## config.mk

```make
export PLATFORM = sky130hd
export DESIGN_NAME = tablet_frame_decoder_top
export DESIGN_NICKNAME = d
export VERILOG_FILES = /design/src/tfd_pkg.sv /design/src/tfd_front.sv /design/src/tfd_queue.sv /design/src/tfd_back.sv /design/src/tablet_frame_decoder_top.sv
export SDC_FILE = /design/constraint.sdc
export NUM_CORES = 1
export LEC_CHECK = 0
export BUFFER_PORTS_ARGS = -buffer_cell sky130_fd_sc_hd__buf_4
export CAP_MARGIN = 20
export CORE_MARGIN = 2
export CORE_UTILIZATION = 30
export CTS_BUF_LIST = sky130_fd_sc_hd__clkbuf_8
export CTS_CLUSTER_DIAMETER = 120
export DETAILED_ROUTE_END_ITERATION = 7
export HOLD_SLACK_MARGIN = 0.15
export SKIP_CTS_REPAIR_TIMING = 1
export SLEW_MARGIN = 20
export SYNTH_ARGS = -nofsm -noshare
export SYNTH_HDL_FRONTEND = slang
export SYNTH_SLANG_ARGS = --single-unit
```

## constraint.sdc

```tcl
create_clock -name clk -period 9.4 [get_ports clk]
set_clock_uncertainty 0.2 [all_clocks]
set_input_delay 0.94 -clock clk [delete_from_list [all_inputs] [get_ports clk]]
set_output_delay 0.94 -clock clk [all_outputs]
set_load 0.02 [all_outputs]
```

## src/tfd_pkg.sv

```systemverilog
// Shared types and constants for the tablet frame decoder.
package tfd_pkg;

  // Frame format register codes
  typedef enum logic [1:0] {
    FMT_OFF  = 2'd0,
    FMT_FIVE = 2'd1,
    FMT_SIX  = 2'd2,
    FMT_RSVD = 2'd3
  } fmt_t;

  localparam int unsigned FRAME_MAX     = 6;
  localparam logic [2:0]  FIVE_LEN      = 3'd5;
  localparam logic [2:0]  SIX_LEN       = 3'd6;
  localparam int unsigned QUEUE_DEPTH   = 2;
  localparam logic [5:0]  BTN_MIN       = 6'd30;
  localparam logic [5:0]  BTN_BASE      = 6'd32;
  localparam logic [13:0] PROX_X_MIN    = 14'd256;

  typedef logic [6:0] data7_t;

  // One completed frame, handed from the framer to the decoder
  typedef struct packed {
    logic                  six;
    data7_t [FRAME_MAX-1:0] bytes;
  } frame_t;

endpackage

```

## src/tfd_front.sv

```systemverilog
// Byte framer: accepts serial bytes and assembles complete frames.
module tfd_front (
  input  logic              clk,
  input  logic              rst_n,
  input  logic              cfg_we,
  input  logic [1:0]        cfg_frame_format,
  input  logic              accept,
  input  logic [7:0]        rx_byte,
  output logic              fq_push,
  output tfd_pkg::frame_t   fq_frame
);
  import tfd_pkg::*;

  fmt_t       fmt_r;
  logic [2:0] fill_r, fill_nxt;
  data7_t     frame_bytes_r [FRAME_MAX];
  logic [2:0] len;
  logic       active;
  logic       restart;
  logic [2:0] idx;
  logic [2:0] idx_inc;

  // Frame length per format
  always_comb begin
    len    = 3'd0;
    active = 1'b0;
    unique case (fmt_r)
      FMT_FIVE: begin
        len    = FIVE_LEN;
        active = 1'b1;
      end
      FMT_SIX: begin
        len    = SIX_LEN;
        active = 1'b1;
      end
      FMT_OFF, FMT_RSVD: begin
        len    = 3'd0;
        active = 1'b0;
      end
      default: begin
        len    = 3'd0;
        active = 1'b0;
      end
    endcase
  end

  // Slot for this byte: start byte or stale fill restarts the frame
  assign restart = rx_byte[7] || (fill_r >= len);
  assign idx     = restart ? 3'd0 : fill_r;
  assign idx_inc = idx + 3'd1;
  assign fill_nxt = idx_inc;

  // Frame contents including the byte arriving now
  always_comb begin
    fq_frame.six = (fmt_r == FMT_SIX);
    for (int i = 0; i < FRAME_MAX; i++) begin
      fq_frame.bytes[i] = (idx == 3'(i)) ? rx_byte[6:0] : frame_bytes_r[i];
    end
  end

  assign fq_push = accept && active && (idx_inc == len);

  // Format and fill registers
  always_ff @(posedge clk) begin
    if (!rst_n) begin
      fmt_r  <= FMT_OFF;
      fill_r <= 3'd0;
    end else if (cfg_we) begin
      fmt_r  <= fmt_t'(cfg_frame_format);
      fill_r <= 3'd0;
    end else if (accept && active) begin
      fill_r <= fill_nxt;
    end
  end

  // Byte storage
  always_ff @(posedge clk) begin
    if (accept && active) begin
      frame_bytes_r[idx] <= rx_byte[6:0];
    end
  end

endmodule

```

## src/tfd_queue.sv

```systemverilog
// Short frame queue between the framer and the decoder.
module tfd_queue #(
  parameter int unsigned DEPTH = tfd_pkg::QUEUE_DEPTH
) (
  input  logic            clk,
  input  logic            rst_n,
  input  logic            wr_en,
  input  tfd_pkg::frame_t wr_frame,
  output logic            full,
  input  logic            rd_en,
  output logic            rd_valid,
  output tfd_pkg::frame_t rd_frame
);
  import tfd_pkg::*;

  localparam int unsigned PtrW = (DEPTH > 1) ? $clog2(DEPTH) : 1;
  localparam int unsigned CntW = $clog2(DEPTH + 1);
  localparam logic [PtrW-1:0] LastPtr = PtrW'(DEPTH - 1);

  frame_t          entry_r [DEPTH];
  logic [PtrW-1:0] wr_ptr_r, rd_ptr_r;
  logic [CntW-1:0] cnt_r;
  logic            do_wr, do_rd;

  assign full     = (cnt_r == CntW'(DEPTH));
  assign rd_valid = (cnt_r != '0);
  assign rd_frame = entry_r[rd_ptr_r];
  assign do_wr    = wr_en && !full;
  assign do_rd    = rd_en && rd_valid;

  // Pointers and occupancy
  always_ff @(posedge clk) begin
    if (!rst_n) begin
      wr_ptr_r <= '0;
      rd_ptr_r <= '0;
      cnt_r    <= '0;
    end else begin
      if (do_wr) wr_ptr_r <= (wr_ptr_r == LastPtr) ? '0 : wr_ptr_r + 1'b1;
      if (do_rd) rd_ptr_r <= (rd_ptr_r == LastPtr) ? '0 : rd_ptr_r + 1'b1;
      if (do_wr && !do_rd)      cnt_r <= cnt_r + 1'b1;
      else if (do_rd && !do_wr) cnt_r <= cnt_r - 1'b1;
    end
  end

  // Entry storage
  always_ff @(posedge clk) begin
    if (do_wr) entry_r[wr_ptr_r] <= wr_frame;
  end

endmodule

```

## src/tfd_back.sv

```systemverilog
// Frame decoder: turns queued frames into results held in an output register.
module tfd_back (
  input  logic            clk,
  input  logic            rst_n,
  input  logic            cfg_we,
  input  logic            fq_valid,
  input  tfd_pkg::frame_t fq_frame,
  output logic            fq_pop,
  output logic            out_valid,
  input  logic            out_take,
  output logic [15:0]     x_position,
  output logic [15:0]     y_position,
  output logic [15:0]     status_word,
  output logic [15:0]     sample_count
);
  import tfd_pkg::*;

  logic        out_valid_r;
  logic [15:0] x_r, y_r, st_r;
  logic [15:0] count_r, count_nxt;
  logic [15:0] x_dec, y_dec, st_dec;
  logic [13:0] xy5_x, xy5_y;
  logic [5:0]  v;
  logic [3:0]  sh;
  data7_t      b0, b1, b2, b3, b4, b5;

  assign b0 = fq_frame.bytes[0];
  assign b1 = fq_frame.bytes[1];
  assign b2 = fq_frame.bytes[2];
  assign b3 = fq_frame.bytes[3];
  assign b4 = fq_frame.bytes[4];
  assign b5 = fq_frame.bytes[5];

  // Decode of both frame formats
  always_comb begin
    xy5_x = {b1, b2};
    xy5_y = {b3, b4};
    v     = b0[5:0];
    sh    = (v <= BTN_BASE) ? 4'd0 : 4'((v - BTN_BASE) >> 1);
    if (fq_frame.six) begin
      st_dec = {11'd0, b0[6:2]};
      x_dec  = {b0[1:0], b1, b2};
      y_dec  = {b3[1:0], b4, b5};
    end else begin
      st_dec = {b0[6], 15'd0};
      if (v > BTN_MIN) st_dec = st_dec | (16'd1 << sh);
      // near the left edge bit 15 drops, whether proximity or button
      if (xy5_x < PROX_X_MIN) st_dec[15] = 1'b0;
      x_dec = {2'd0, xy5_x};
      y_dec = {2'd0, xy5_y};
    end
  end

  // Take a frame when the output register is free or being emptied
  assign fq_pop    = fq_valid && (!out_valid_r || out_take);
  assign count_nxt = count_r + 16'd1;

  always_ff @(posedge clk) begin
    if (!rst_n) begin
      out_valid_r <= 1'b0;
      count_r     <= 16'd0;
    end else begin
      if (cfg_we) count_r <= 16'd0;
      else if (fq_pop) count_r <= count_nxt;
      if (fq_pop) out_valid_r <= 1'b1;
      else if (out_take) out_valid_r <= 1'b0;
    end
  end

  // Result payload
  always_ff @(posedge clk) begin
    if (fq_pop) begin
      x_r  <= x_dec;
      y_r  <= y_dec;
      st_r <= st_dec;
    end
  end

  assign out_valid    = out_valid_r;
  assign x_position   = x_r;
  assign y_position   = y_r;
  assign status_word  = st_r;
  assign sample_count = count_r;

endmodule

```

## src/tablet_frame_decoder_top.sv

```systemverilog
// Tablet frame decoder: framer, frame queue and decoder.
//
// Usage: serial bytes enter on in_rx_byte, taken when push is high and full
// is low. The framer stores the low seven bits; bit 7 set, or a byte after a
// complete frame, starts a new frame. cfg_frame_format selects off (0, 3),
// five-byte (1) or six-byte (2) frames; a write to it also clears the byte
// fill and the sample count, and is made while the block is idle.
// Each completed frame gives one result: x, y, status and a wrapping 16-bit
// sample count, shown while empty is low and taken when pop is high.
// A frame's last byte enters the frame queue at the edge that takes it; the
// decoder then moves it into the output register once that is free or being
// taken. The framer takes one byte per cycle while full is low; the decoder
// takes one frame a cycle while the output register is free or being taken.
// When the receiver stalls, completed frames fill the frame queue (QUEUE_DEPTH
// entries) and full rises once it holds QUEUE_DEPTH frames.
// Reset (rst_n low, synchronous) empties the queue and output register,
// selects format off and clears the fill and sample count.
module tablet_frame_decoder_top #(
  parameter int unsigned QUEUE_DEPTH = tfd_pkg::QUEUE_DEPTH
) (
  input  logic        clk,
  input  logic        rst_n,
  input  logic        cfg_we,
  input  logic [1:0]  cfg_frame_format,
  input  logic        push,
  output logic        full,
  input  logic [7:0]  in_rx_byte,
  output logic        empty,
  input  logic        pop,
  output logic [15:0] out_x_position,
  output logic [15:0] out_y_position,
  output logic [15:0] out_status_word,
  output logic [15:0] out_sample_count
);
  import tfd_pkg::*;

  logic   in_accept;
  logic   fq_push, fq_full, fq_valid, fq_pop;
  frame_t fq_wr_frame, fq_rd_frame;
  logic   out_valid, out_take;

  assign full      = fq_full;
  assign in_accept = push && !fq_full;
  assign out_take  = pop && out_valid;
  assign empty     = !out_valid;

  // Framer
  tfd_front u_front (
    .clk              (clk),
    .rst_n            (rst_n),
    .cfg_we           (cfg_we),
    .cfg_frame_format (cfg_frame_format),
    .accept           (in_accept),
    .rx_byte          (in_rx_byte),
    .fq_push          (fq_push),
    .fq_frame         (fq_wr_frame)
  );

  // Frame queue
  tfd_queue #(
    .DEPTH (QUEUE_DEPTH)
  ) u_queue (
    .clk      (clk),
    .rst_n    (rst_n),
    .wr_en    (fq_push),
    .wr_frame (fq_wr_frame),
    .full     (fq_full),
    .rd_en    (fq_pop),
    .rd_valid (fq_valid),
    .rd_frame (fq_rd_frame)
  );

  // Decoder
  tfd_back u_back (
    .clk          (clk),
    .rst_n        (rst_n),
    .cfg_we       (cfg_we),
    .fq_valid     (fq_valid),
    .fq_frame     (fq_rd_frame),
    .fq_pop       (fq_pop),
    .out_valid    (out_valid),
    .out_take     (out_take),
    .x_position   (out_x_position),
    .y_position   (out_y_position),
    .status_word  (out_status_word),
    .sample_count (out_sample_count)
  );

`ifndef SYNTH
  // Framer never completes a frame while the queue is full
  a_no_push_when_full: assert property (@(posedge clk) disable iff (!rst_n)
    !(fq_push && fq_full))
    else $error("frame completed while queue full");

  // Decoder only takes frames the queue holds
  a_pop_has_frame: assert property (@(posedge clk) disable iff (!rst_n)
    fq_pop |-> fq_valid)
    else $error("decoder pop from empty queue");

  // A decoded frame is on the result ports the next cycle
  a_pop_shows_result: assert property (@(posedge clk) disable iff (!rst_n)
    fq_pop |=> !empty)
    else $error("decoded frame not presented");
`endif

endmodule

```

==> results of run 1 <==
-- sequential cells by signal, indices dropped and copies added, names as in the netlist, named ones only --
register	flops
u_back.out_valid	1
u_front.frame_bytes_r	42
u_queue.entry_r	86
u_queue.rd_ptr_r	1
u_queue.cnt_r	2
u_back.sample_count	16
u_back.x_position	16
u_back.status_word	16
u_front.fmt_r	2
u_back.y_position	16
u_front.fill_r	3
u_queue.wr_ptr_r	1
-- cells in the final DEF, fill, tap and decap left out, types with 4 or more instances in the layout --
cell type and count:
nor2b_1 18, dfxtp_1 26, nand4_1 6, nand3_1 4, nand2b_1 6, a21oi_1 26, nor4_1 5, a211oi_1 15
ha_1 12, xnor2_1 7, clkinv_1 10, nand2_1 15, xor2_1 12, nor2_1 47, o21ai_0 4, edfxtp_1 176
nand2_2 4, inv_1 22, buf_4 85, nor3_1 10, mux2i_1 26, clkinv_2 5, clkbuf_8 37, mux2_2 54
-- power breakdown --
group | internal (mW) | switching (mW) | leakage (nW) | total, mW
sequential | 1.12 | 0.0305 | 1.83 | 1.15
combinational | 0.188 | 0.339 | 1.26 | 0.527
clock | 0.396 | 0.342 | 0.369 | 0.738
-- final timing paths --
| kind | end | slack [ns] | depth (start not counted) |
|---|---|---|---|
| setup / recovery | u_queue.entry_r[0][22]$_DFFE_PP_ | 5.40 | 12 |
| hold / removal | u_back.sample_count[15]$_SDFFE_PP0P_ | 0.29 | 2 |
| setup reg to reg | u_queue.entry_r[0][22]$_DFFE_PP_ | 5.40 | 12 |
| hold reg to reg | u_back.sample_count[15]$_SDFFE_PP0P_ | 0.29 | 2 |
-- stage by stage --
| stage | util [%] | hold slack, ns | setup WS, ns | std cells | power, mW |
|---|---|---|---|---|---|
| floorplan | - | 0.2469 | 4.742 | 540 | 1.504 |
| global placement | 34.24 | 0.2788 | 5.162 | 948 | 1.703 |
| detailed placement | 34.24 | 0.2859 | 5.090 | 948 | 1.709 |
| CTS | 36.70 | 0.2941 | 5.076 | 1014 | 2.458 |
| global route | 36.71 | 0.3298 | 5.194 | 1014 | 2.537 |
| finish | 36.71 | 0.2893 | 5.398 | 1014 | 2.413 |
-- metal layers --
layer | global-route usage (%) | share of wire [%] | vias to the layer above | wire length, um
li1 | - | - | 2253 | -
met1 | 14.01 | 46 | 2195 | 7272
met2 | 18.07 | 47 | 108 | 7374
met3 | 2.915 | 5.3 | 22 | 829
met4 | 3.865 | 1.8 | 0 | 285
met5 | 0 | 0 | - | 0
-- worst max-delay path, cell delays in order, from the launching register on --
cell and delay (ns):
dfxtp_1 0.36, inv_1 0.05, ha_1 0.31, ha_1 0.33, a211o_1 0.30, a31oi_2 0.35, nand2_1 0.17, inv_1 0.10
ha_1 0.15, ha_1 0.22, nor2_1 0.14, and3_2 0.26, and2b_4 0.65
-- final cells by class --
cell class,instances,area (um^2)
clock buffers,37,509.2
inverters,12,45.04
multi-input cells,307,2295
fillers,2599,17060
repair buffers,85,638.1
well taps,341,426.7
clock inverters,29,152.6
flip-flops and latches,203,5827
-- logic make-up after synthesis --
group	count (synthesis)	share of synthesized area (%)
flops	203	70.74
mux	83	10.95
buf+inv	30	1.550
simple gates	137	8.615
xor+xnor	19	2.021
fa+ha+maj	12	1.823
compound gates	56	4.300
==> summary.txt, run 1 <==
Timing
  • Fmax: 249.9 MHz
  • RSZ-0062 raised after global routing: no
  • Worst slew pin tran: 1.070 ns
  • Sum Neg Setup Slack: 0 ns
  • Slew Limit Fails: 0
  • Normalized max-slew margin: 28.12%
  • Final Cycle Share: 42.58%
  • Endpoints failing setup: 0
  • Hold Fails Final Rpt: 0
  • Minimum clock period: 4.002 ns

Setup path
  • CP endpoint kind: register
  • CP Launch Point: u_front.fmt_r[0]$_SDFFE_PN0P_
  • Worst flop-to-flop path startpoint: u_front.fmt_r[0]$_SDFFE_PN0P_
  • Worst path required time: 9.33 ns
  • Arrival time worst endpoint: 3.93 ns
  • Critical-path maximum fanout: 43
  • Crit path kind: register to register
  • Crit start category: register

Global routing
  • Pin count of the biggest net entering global routing: 69
  • Aggregate global-route resource usage: 10.98%
  • Global-route wire length before repair: 24.76 mm
  • Vias in the first global route: 4582
  • Total gr overflow: 0
  • Initial antenna violation count: 0

Route
  • DRC: 0
  • DR vias: 4578
  • Post-Route WL: 15.76 mm
  • Routed len/inst: 15.54 um
  • Via density: 4.515
  • DRT antenna net count: 0
  • 1st-iter DRT viols: 245
  • Drt first pass iters: 4

Placement
  • Hpwl dp: 9.796 mm
  • Port bufs: 80
  • Placed Area: 9229 um^2
  • GPL Wtd Cong: 0.7414

Layout
  • Nets: 672
  • Area Overhead vs Synth: 20.13%
  • Share of layout cells above drive strength 1: 29.72%
  • N_diodes: 0
  • Design area: 9893 um^2

Clock tree
  • H-tree levels: 2
  • Clock-pin slew on the worst setup and hold paths: 0.06 ns
  • Num Clock Sinks: 203
  • Clk root buf: clkbuf_8
  • Num CTS Buffers: 36
  • Worst-Skew Late Latency: 0.51 ns
  • CTS max path bufs: 3
  • CTS tree: built

Min path
  • HP Start: u_back.sample_count[15]$_SDFFE_PP0P_
  • Tightest Hold Check Type: register to register

Die
  • Core ar.: 26950 um^2
  • Die H: 169.7 um
  • Starting Density: 30.56%
  • Row cnt: 60
  • I/O pin cnt: 81
  • Chip width: 169.7 um
  • Total die area: 28790 um^2

Synth
  • Sequential fraction of the synthesis area: 70.74%
  • Post-synth top cells: edfxtp_1, mux2_2, nor2_1
  • Netlist Area Pre-Place: 8235 um^2
  • Synth async-reset ratio: 0%
  • Count leader, synth: edfxtp_1
  • Cell taking the most area after synthesis: edfxtp_1
  • Main synth FF type: edfxtp_1
  • Syn_nets: 567
  • Largest cells by area after synthesis: edfxtp_1, mux2_2, dfxtp_1
  • Synth warnings: 0
  • Synth Area per Inst: 15.25 um^2
  • Netlist cell types: 44
  • Seq cells post-synth: 203
  • Post-synth EDFFs: 176
  • Share of the synthesized area in the top cell type: 64.18%
  • Gate Count Post-Synth: 540

Outcome
  • Run status: finished clean

Power and ir drop
  • Lkg Pwr: 3.458 nW
  • Pwr per Cell Area: 243.9 nW/um^2
  • Max VDD drop: 0.0001416 V

Job
  • Max cap viols: 0
Power figures use the tool's default switching activity.
==> run 2: changes to the inputs <==
Clock period 9.4 ns to 4.1 ns, I/O delays scaled along.
==> run 2 against run 1 <==
Net effect:
- sequential power is 140% higher
- clock power rose by 120%
- count of clock-buffer cells in the layout grew 1
- global-route usage grew 0.24 points
- critical path type unchanged
- largest power group unchanged
==> summary.txt, run 2 (synthesis results as in run 1) <==
Global routing
  • Aggregate global-route resource usage: 11.23% (+0.24 points)
  • Total gr overflow: 0 (unchanged)
  • Vias in the first global route: 4586 (+0.087%)
  • Initial antenna violation count: 0 (unchanged)
  • Pin count of the biggest net entering global routing: 50 (-28%)
  • Global-route wire length before repair: 25.02 mm (+1.1%)

Clock tree
  • Clock-pin slew on the worst setup and hold paths: 0.06 ns (about the same)
  • Num CTS Buffers: 35 (-2.8%)
  • Clk root buf: clkbuf_8
  • H-tree levels: 2 (unchanged)
  • Num Clock Sinks: 203 (unchanged)
  • Worst-Skew Late Latency: 0.50 ns (about the same)
  • CTS tree: built
  • CTS max path bufs: 3 (unchanged)

Timing
  • Slew Limit Fails: 0 (unchanged)
  • Endpoints failing setup: 0 (unchanged)
  • RSZ-0062 raised after global routing: no
  • Worst slew pin tran: 0.9511 ns (-0.1189 ns)
  • Sum Neg Setup Slack: 0 ns (unchanged)
  • Fmax: 263.7 MHz (+5.6%)
  • Final Cycle Share: 92.48% (+50 points)
  • Normalized max-slew margin: 36.59% (+8.5 points)
  • Hold Fails Final Rpt: 0 (unchanged)
  • Minimum clock period: 3.792 ns (-0.2106 ns)

Placement
  • Port bufs: 80 (unchanged)
  • GPL Wtd Cong: 0.7347 (-0.90%)
  • Hpwl dp: 9.984 mm (+1.9%)

Power and ir drop
  • Pwr per Cell Area: 545.5 nW/um^2 (+120%)
  • Comb pwr share: 20.9% (-0.9 points)
  • Internal power: 3.849 mW (+130%)
  • Lkg Pwr: 3.540 nW (+2.4%)
  • Psw: 1.617 mW (+130%)
  • Clock share of power: 29.4% (-1.2 points)
  • Tot Pwr: 5.467 mW (+130%)
  • Switching power share of the total: 29.59% (+0.082 points)
  • Max VDD drop: 0.0003782 V (+170%)
  • Seq pwr share: 49.7% (+2.1 points)

Die
  • Die H: 169.7 um (unchanged)
  • Row cnt: 60 (unchanged)
  • Chip width: 169.7 um (unchanged)
  • Core ar.: 26950 um^2 (unchanged)
  • Total die area: 28790 um^2 (unchanged)
  • I/O pin cnt: 81 (unchanged)
  • Starting Density: 30.56% (unchanged)

Setup path
  • Crit-path slowest cell: dfxtp_1
  • Arrival time worst endpoint: 4.03 ns (+0.10 ns)
  • CP endpoint kind: register
  • Crit path kind: register to register
  • Cell family with most CP delay: adder cells
  • Cell Chain, Critical Path: inv_1 > ha_1 > ha_1 > a211o_1 > a31oi_2 > nand2_1 > inv_1 > ha_1 > ha_1 > nor2_1 > and3_2 > ha_1 > or3_1 > a21oi_1
  • Critical-path maximum fanout: 6 (-86%)
  • Worst path required time: 4.34 ns (-4.99 ns)
  • Worst path most repeated cell: ha_1
  • CP max stage delay: 0.37 ns (-0.28 ns)
  • Bufs and invs on worst path: 2 (unchanged)
  • Crit start category: register

Route
  • DRC: 0 (unchanged)
  • Drt first pass iters: 6 (+2)
  • Routed len/inst: 15.81 um (+1.7%)
  • 1st-iter DRT viols: 231 (-5.7%)
  • DRT antenna net count: 0 (unchanged)
  • Via density: 4.559 (+0.97%)
  • Post-Route WL: 16.19 mm (+2.7%)
  • DR vias: 4668 (+2.0%)

Layout
  • Sequential cell area: 5829 um^2 (about the same)
  • Multi-input combinational cell area: 2292 um^2 (-0.11%)
  • Largest registers: u_queue.entry_r (86), u_front.frame_bytes_r (42)
  • Most common cell after layout, fill and taps aside: edfxtp_1
  • Max reg flops: 86 (unchanged)
  • N_diodes: 0 (unchanged)
  • Most flops, register: u_queue.entry_r
  • Area Overhead vs Synth: 21.70%
  • Number of fill cells: 2600 (+0.038%)
  • Most frequent cells in the layout: edfxtp_1, buf_4, mux2_2
  • Share of layout cells above drive strength 1: 28.70% (-1.0 points)
  • Nets: 687 (+2.2%)

Min path
  • Tightest Hold Check Type: input pin to register

Job
  • Max cap viols: 0 (unchanged)

Outcome
  • Run status: finished clean
run 2: final cells by class:
type / count / area share [%]
sequential: 203 / 58.16
clock inverter: 22 / 0.8739
multi-input combinational: 307 / 22.87
timing repair buffer: 101 / 8.165
clock buffer: 38 / 5.218
inverter: 12 / 0.4494
tap: 341 / 4.257
run 2: power groups by stage:
stage	sequential [mW]	clock, mW	combinational [mW]
final	2.71	1.61	1.14
after detailed placement	2.76	0	1.16
after global placement	2.76	0	1.15
after floorplan	2.92	0	0.519
after global routing	2.75	1.77	1.24
after CTS	2.72	1.67	1.16
run 2: per-layer routing:
layer / vias to the layer above / wire (um) / global-route usage, %
met5: - / 0 / 0
met4: 0 / 364 / 4.348
met3: 34 / 948 / 3.288
met2: 96 / 7723 / 18.33
met1: 2260 / 7149 / 14.07
li1: 2278 / - / -
run 2: worst register-to-register path: stages, from the launching register on:
cell	delay, ns
dfxtp_1	0.37
inv_1	0.06
ha_1	0.30
ha_1	0.32
a211o_1	0.30
a31oi_2	0.36
nand2_1	0.17
inv_1	0.10
ha_1	0.14
ha_1	0.22
nor2_1	0.14
and3_2	0.26
ha_1	0.27
or3_1	0.37
a21oi_1	0.13
run 2: worst paths after layout:
check | start | endpoint | slack, ns | depth (start not counted)
min reg2reg | u_back.sample_count[1]$_SDFFE_PP0P_ | u_back.sample_count[1]$_SDFFE_PP0P_ | 0.30 | 2
max | u_front.fmt_r[0]$_SDFFE_PN0P_ | u_queue.cnt_r[1]$_SDFFE_PN0P_ | 0.31 | 14
min | pop | u_back.out_valid$_SDFFE_PN0P_ | 0.16 | 4
max reg2reg | u_front.fmt_r[0]$_SDFFE_PN0P_ | u_queue.cnt_r[1]$_SDFFE_PN0P_ | 0.31 | 14
run 2: metrics by stage:
stage	cells	worst slack, ns	hold slack [ns]	utilization, %	area (um^2)
finish	1024	0.3084	0.1568	37.19	10020
global route	1024	0.1045	0.1606	37.19	10020
CTS	1010	0.3124	-0.08990	36.66	9879
detailed placement	950	0.3312	0.2910	34.39	9269
global placement	950	0.4281	0.2754	34.39	9269
floorplan	540	0.04149	0.2468	-	8239
==> run 3: changes to the inputs <==
Clock period 4.1 ns to 4.5 ns, I/O delays scaled along.
==> run 3 against run 2 <==
Net effect:
- count of clock-buffer cells in the layout did not move
- via count fell by 0.15%
- sequential cell count is the same
- routed wire length shrank 1.6%
- critical path depth fell by 1
==> summary.txt, run 3 (synthesis results as in run 1) <==
Outcome
  • Run status: finished clean

Route
  • 1st-iter DRT viols: 250 (+8.2%)
  • DR vias: 4661 (-0.15%)
  • DRT antenna net count: 0 (unchanged)
  • Post-Route WL: 15.93 mm (-1.6%)
  • DRC: 0 (unchanged)
  • Via density: 4.525 (-0.73%)
  • Drt first pass iters: 4 (-2)
  • Routed len/inst: 15.47 um (-2.1%)

Layout
  • Share of layout cells above drive strength 1: 29.46% (+0.77 points)
  • Multi-input combinational cell area: 2292 um^2 (unchanged)
  • Area Overhead vs Synth: 22.50%
  • Max reg flops: 86 (unchanged)
  • Number of fill cells: 2531 (-2.7%)
  • Most common cell after layout, fill and taps aside: edfxtp_1
  • Sequential cell area: 5827 um^2 (about the same)
  • Most frequent cells in the layout: edfxtp_1, buf_4, mux2_2
  • Nets: 691 (+0.58%)
  • Largest registers: u_queue.entry_r (86), u_front.frame_bytes_r (42)
  • Most flops, register: u_queue.entry_r
  • N_diodes: 0 (unchanged)

Die
  • Core ar.: 26950 um^2 (unchanged)
  • Total die area: 28790 um^2 (unchanged)
  • Die H: 169.7 um (unchanged)
  • I/O pin cnt: 81 (unchanged)
  • Starting Density: 30.56% (unchanged)
  • Chip width: 169.7 um (unchanged)
  • Row cnt: 60 (unchanged)

Clock tree
  • Clk root buf: clkbuf_8
  • Num CTS Buffers: 37 (+5.7%)
  • H-tree levels: 2 (unchanged)
  • Num Clock Sinks: 203 (unchanged)
  • Clock-pin slew on the worst setup and hold paths: 0.06 ns (about the same)
  • CTS max path bufs: 3 (unchanged)
  • Worst-Skew Late Latency: 0.51 ns (about the same)
  • CTS tree: built

Timing
  • RSZ-0062 raised after global routing: no
  • Endpoints failing setup: 0 (unchanged)
  • Slew Limit Fails: 0 (unchanged)
  • Hold Fails Final Rpt: 0 (unchanged)
  • Worst slew pin tran: 0.9315 ns (-0.01969 ns)
  • Fmax: 255.6 MHz (-3.1%)
  • Minimum clock period: 3.912 ns (+0.1201 ns)
  • Final Cycle Share: 86.93% (-5.6 points)
  • Sum Neg Setup Slack: 0 ns (unchanged)
  • Hold slack: 0.1861 ns (+0.02932 ns)
  • Normalized max-slew margin: 37.90% (+1.3 points)

Placement
  • Port bufs: 80 (unchanged)
  • GPL Wtd Cong: 0.7693 (+4.7%)
  • Hpwl dp: 10.18 mm (+2.0%)

Setup path
  • Bufs and invs on worst path: 3 (+1)
  • CP endpoint kind: register
  • Crit start category: register
  • Arrival time worst endpoint: 3.90 ns (-0.13 ns)
  • Critical path depth: 13 (-1)
  • Crit path kind: register to register
  • Worst path most repeated cell: ha_1
  • Crit-path slowest cell: and2b_2
  • Critical-path maximum fanout: 13 (+7)
  • Worst path required time: 4.49 ns (+0.15 ns)
  • Cell family with most CP delay: adder cells
  • Cell Chain, Critical Path: inv_1 > ha_1 > ha_1 > a211o_1 > a31oi_2 > nand2_1 > inv_1 > ha_1 > ha_1 > nor2_1 > and3_2 > and2b_2 > buf_4
  • Reg2Reg Depth: 13 (-1)
  • CP max stage delay: 0.41 ns (+0.04 ns)

Power and ir drop
  • Pwr per Cell Area: 505.6 nW/um^2 (-7.3%)
  • Max VDD drop: 0.0002044 V (-46%)
  • Lkg Pwr: 3.553 nW (+0.35%)

Min path
  • Worst hold path depth: 4 (unchanged)
  • Tightest Hold Check Type: input pin to register

Global routing
  • Initial antenna violation count: 0 (unchanged)
  • Total gr overflow: 0 (unchanged)
  • Aggregate global-route resource usage: 10.90% (-0.32 points)
  • Global-route wire length before repair: 24.45 mm (-2.3%)
  • Pin count of the biggest net entering global routing: 44 (-12%)
  • Vias in the first global route: 4618 (+0.70%)

Job
  • Max cap viols: 0 (unchanged)
[run 3: cell count changes in the layout (fill, tap and decap cells not counted)]
| cell | delta |
|---|---|
| buf_4 | +2 |
| clkinv_2 | +2 |
| clkinv_1 | +6 |
| dfxtp_2 | +1 |
| inv_6 | +1 |
| clkinv_4 | +1 |
| bufinv_16 | +1 |
| dfxtp_4 | -1 |
| inv_1 | -7 |
[run 3: worst paths after layout]
check | from | endpoint | slack, ns
worst min register to register | u_queue.wr_ptr_r$_SDFFE_PN0P_ | u_queue.wr_ptr_r$_SDFFE_PN0P_ | 0.28
worst max-delay path | u_front.fmt_r[0]$_SDFFE_PN0P_ | u_queue.entry_r[0][39]$_DFFE_PP_ | 0.59
worst min-delay path | pop | u_back.out_valid$_SDFFE_PN0P_ | 0.19
worst max register to register | u_front.fmt_r[0]$_SDFFE_PN0P_ | u_queue.entry_r[0][39]$_DFFE_PP_ | 0.59
[run 3: routing by layer]
metal | wire (um) | GRT usage, % | vias up
met5 | 0 | 0 | -
met1 | 7216 | 13.80 | 2221
met3 | 908 | 3.055 | 29
met4 | 344 | 4.125 | 0
li1 | - | - | 2293
met2 | 7464 | 17.80 | 118
[run 3: where the power goes]
group          switching [mW]  total (mW)  internal (mW)
clock                   0.730        1.57          0.843
sequential              0.126        2.46           2.33
combinational           0.659        1.07          0.406
total                    1.52        5.10           3.58
[run 3: worst register-to-register path, delay by kind of cell (launching register included)]
family | cells | cell delay, ns
adder cells (fa/ha/maj) | 4 | 0.98
buffers and inverters | 3 | 0.45
AO/OA/AOI/OAI | 2 | 0.66
AND/OR/NAND/NOR | 4 | 0.94
flip-flops | 1 | 0.35
[run 3: final cells by class]
class | count | area share [%]
multi-input combinational | 307 | 22.72
sequential | 203 | 57.76
tap | 341 | 4.229
inverter | 12 | 0.4465
timing repair buffer | 103 | 8.260
clock inverter | 26 | 1.401
clock buffer | 38 | 5.184
[run 3: through the flow]
| stage | setup WS (ns) | total power [mW] | cells | instance area, um^2 | utilization, % |
|---|---|---|---|---|---|
| after floorplan | 0.3318 | 3.141 | 540 | 8235 | - |
| after global placement | 0.6311 | 3.567 | 952 | 9284 | 34.45 |
| after detailed placement | 0.5855 | 3.579 | 952 | 9284 | 34.45 |
| after CTS | 0.5656 | 5.178 | 1016 | 9948 | 36.91 |
| after global routing | 0.2872 | 5.362 | 1030 | 10090 | 37.43 |
| final | 0.5883 | 5.100 | 1030 | 10090 | 37.43 |
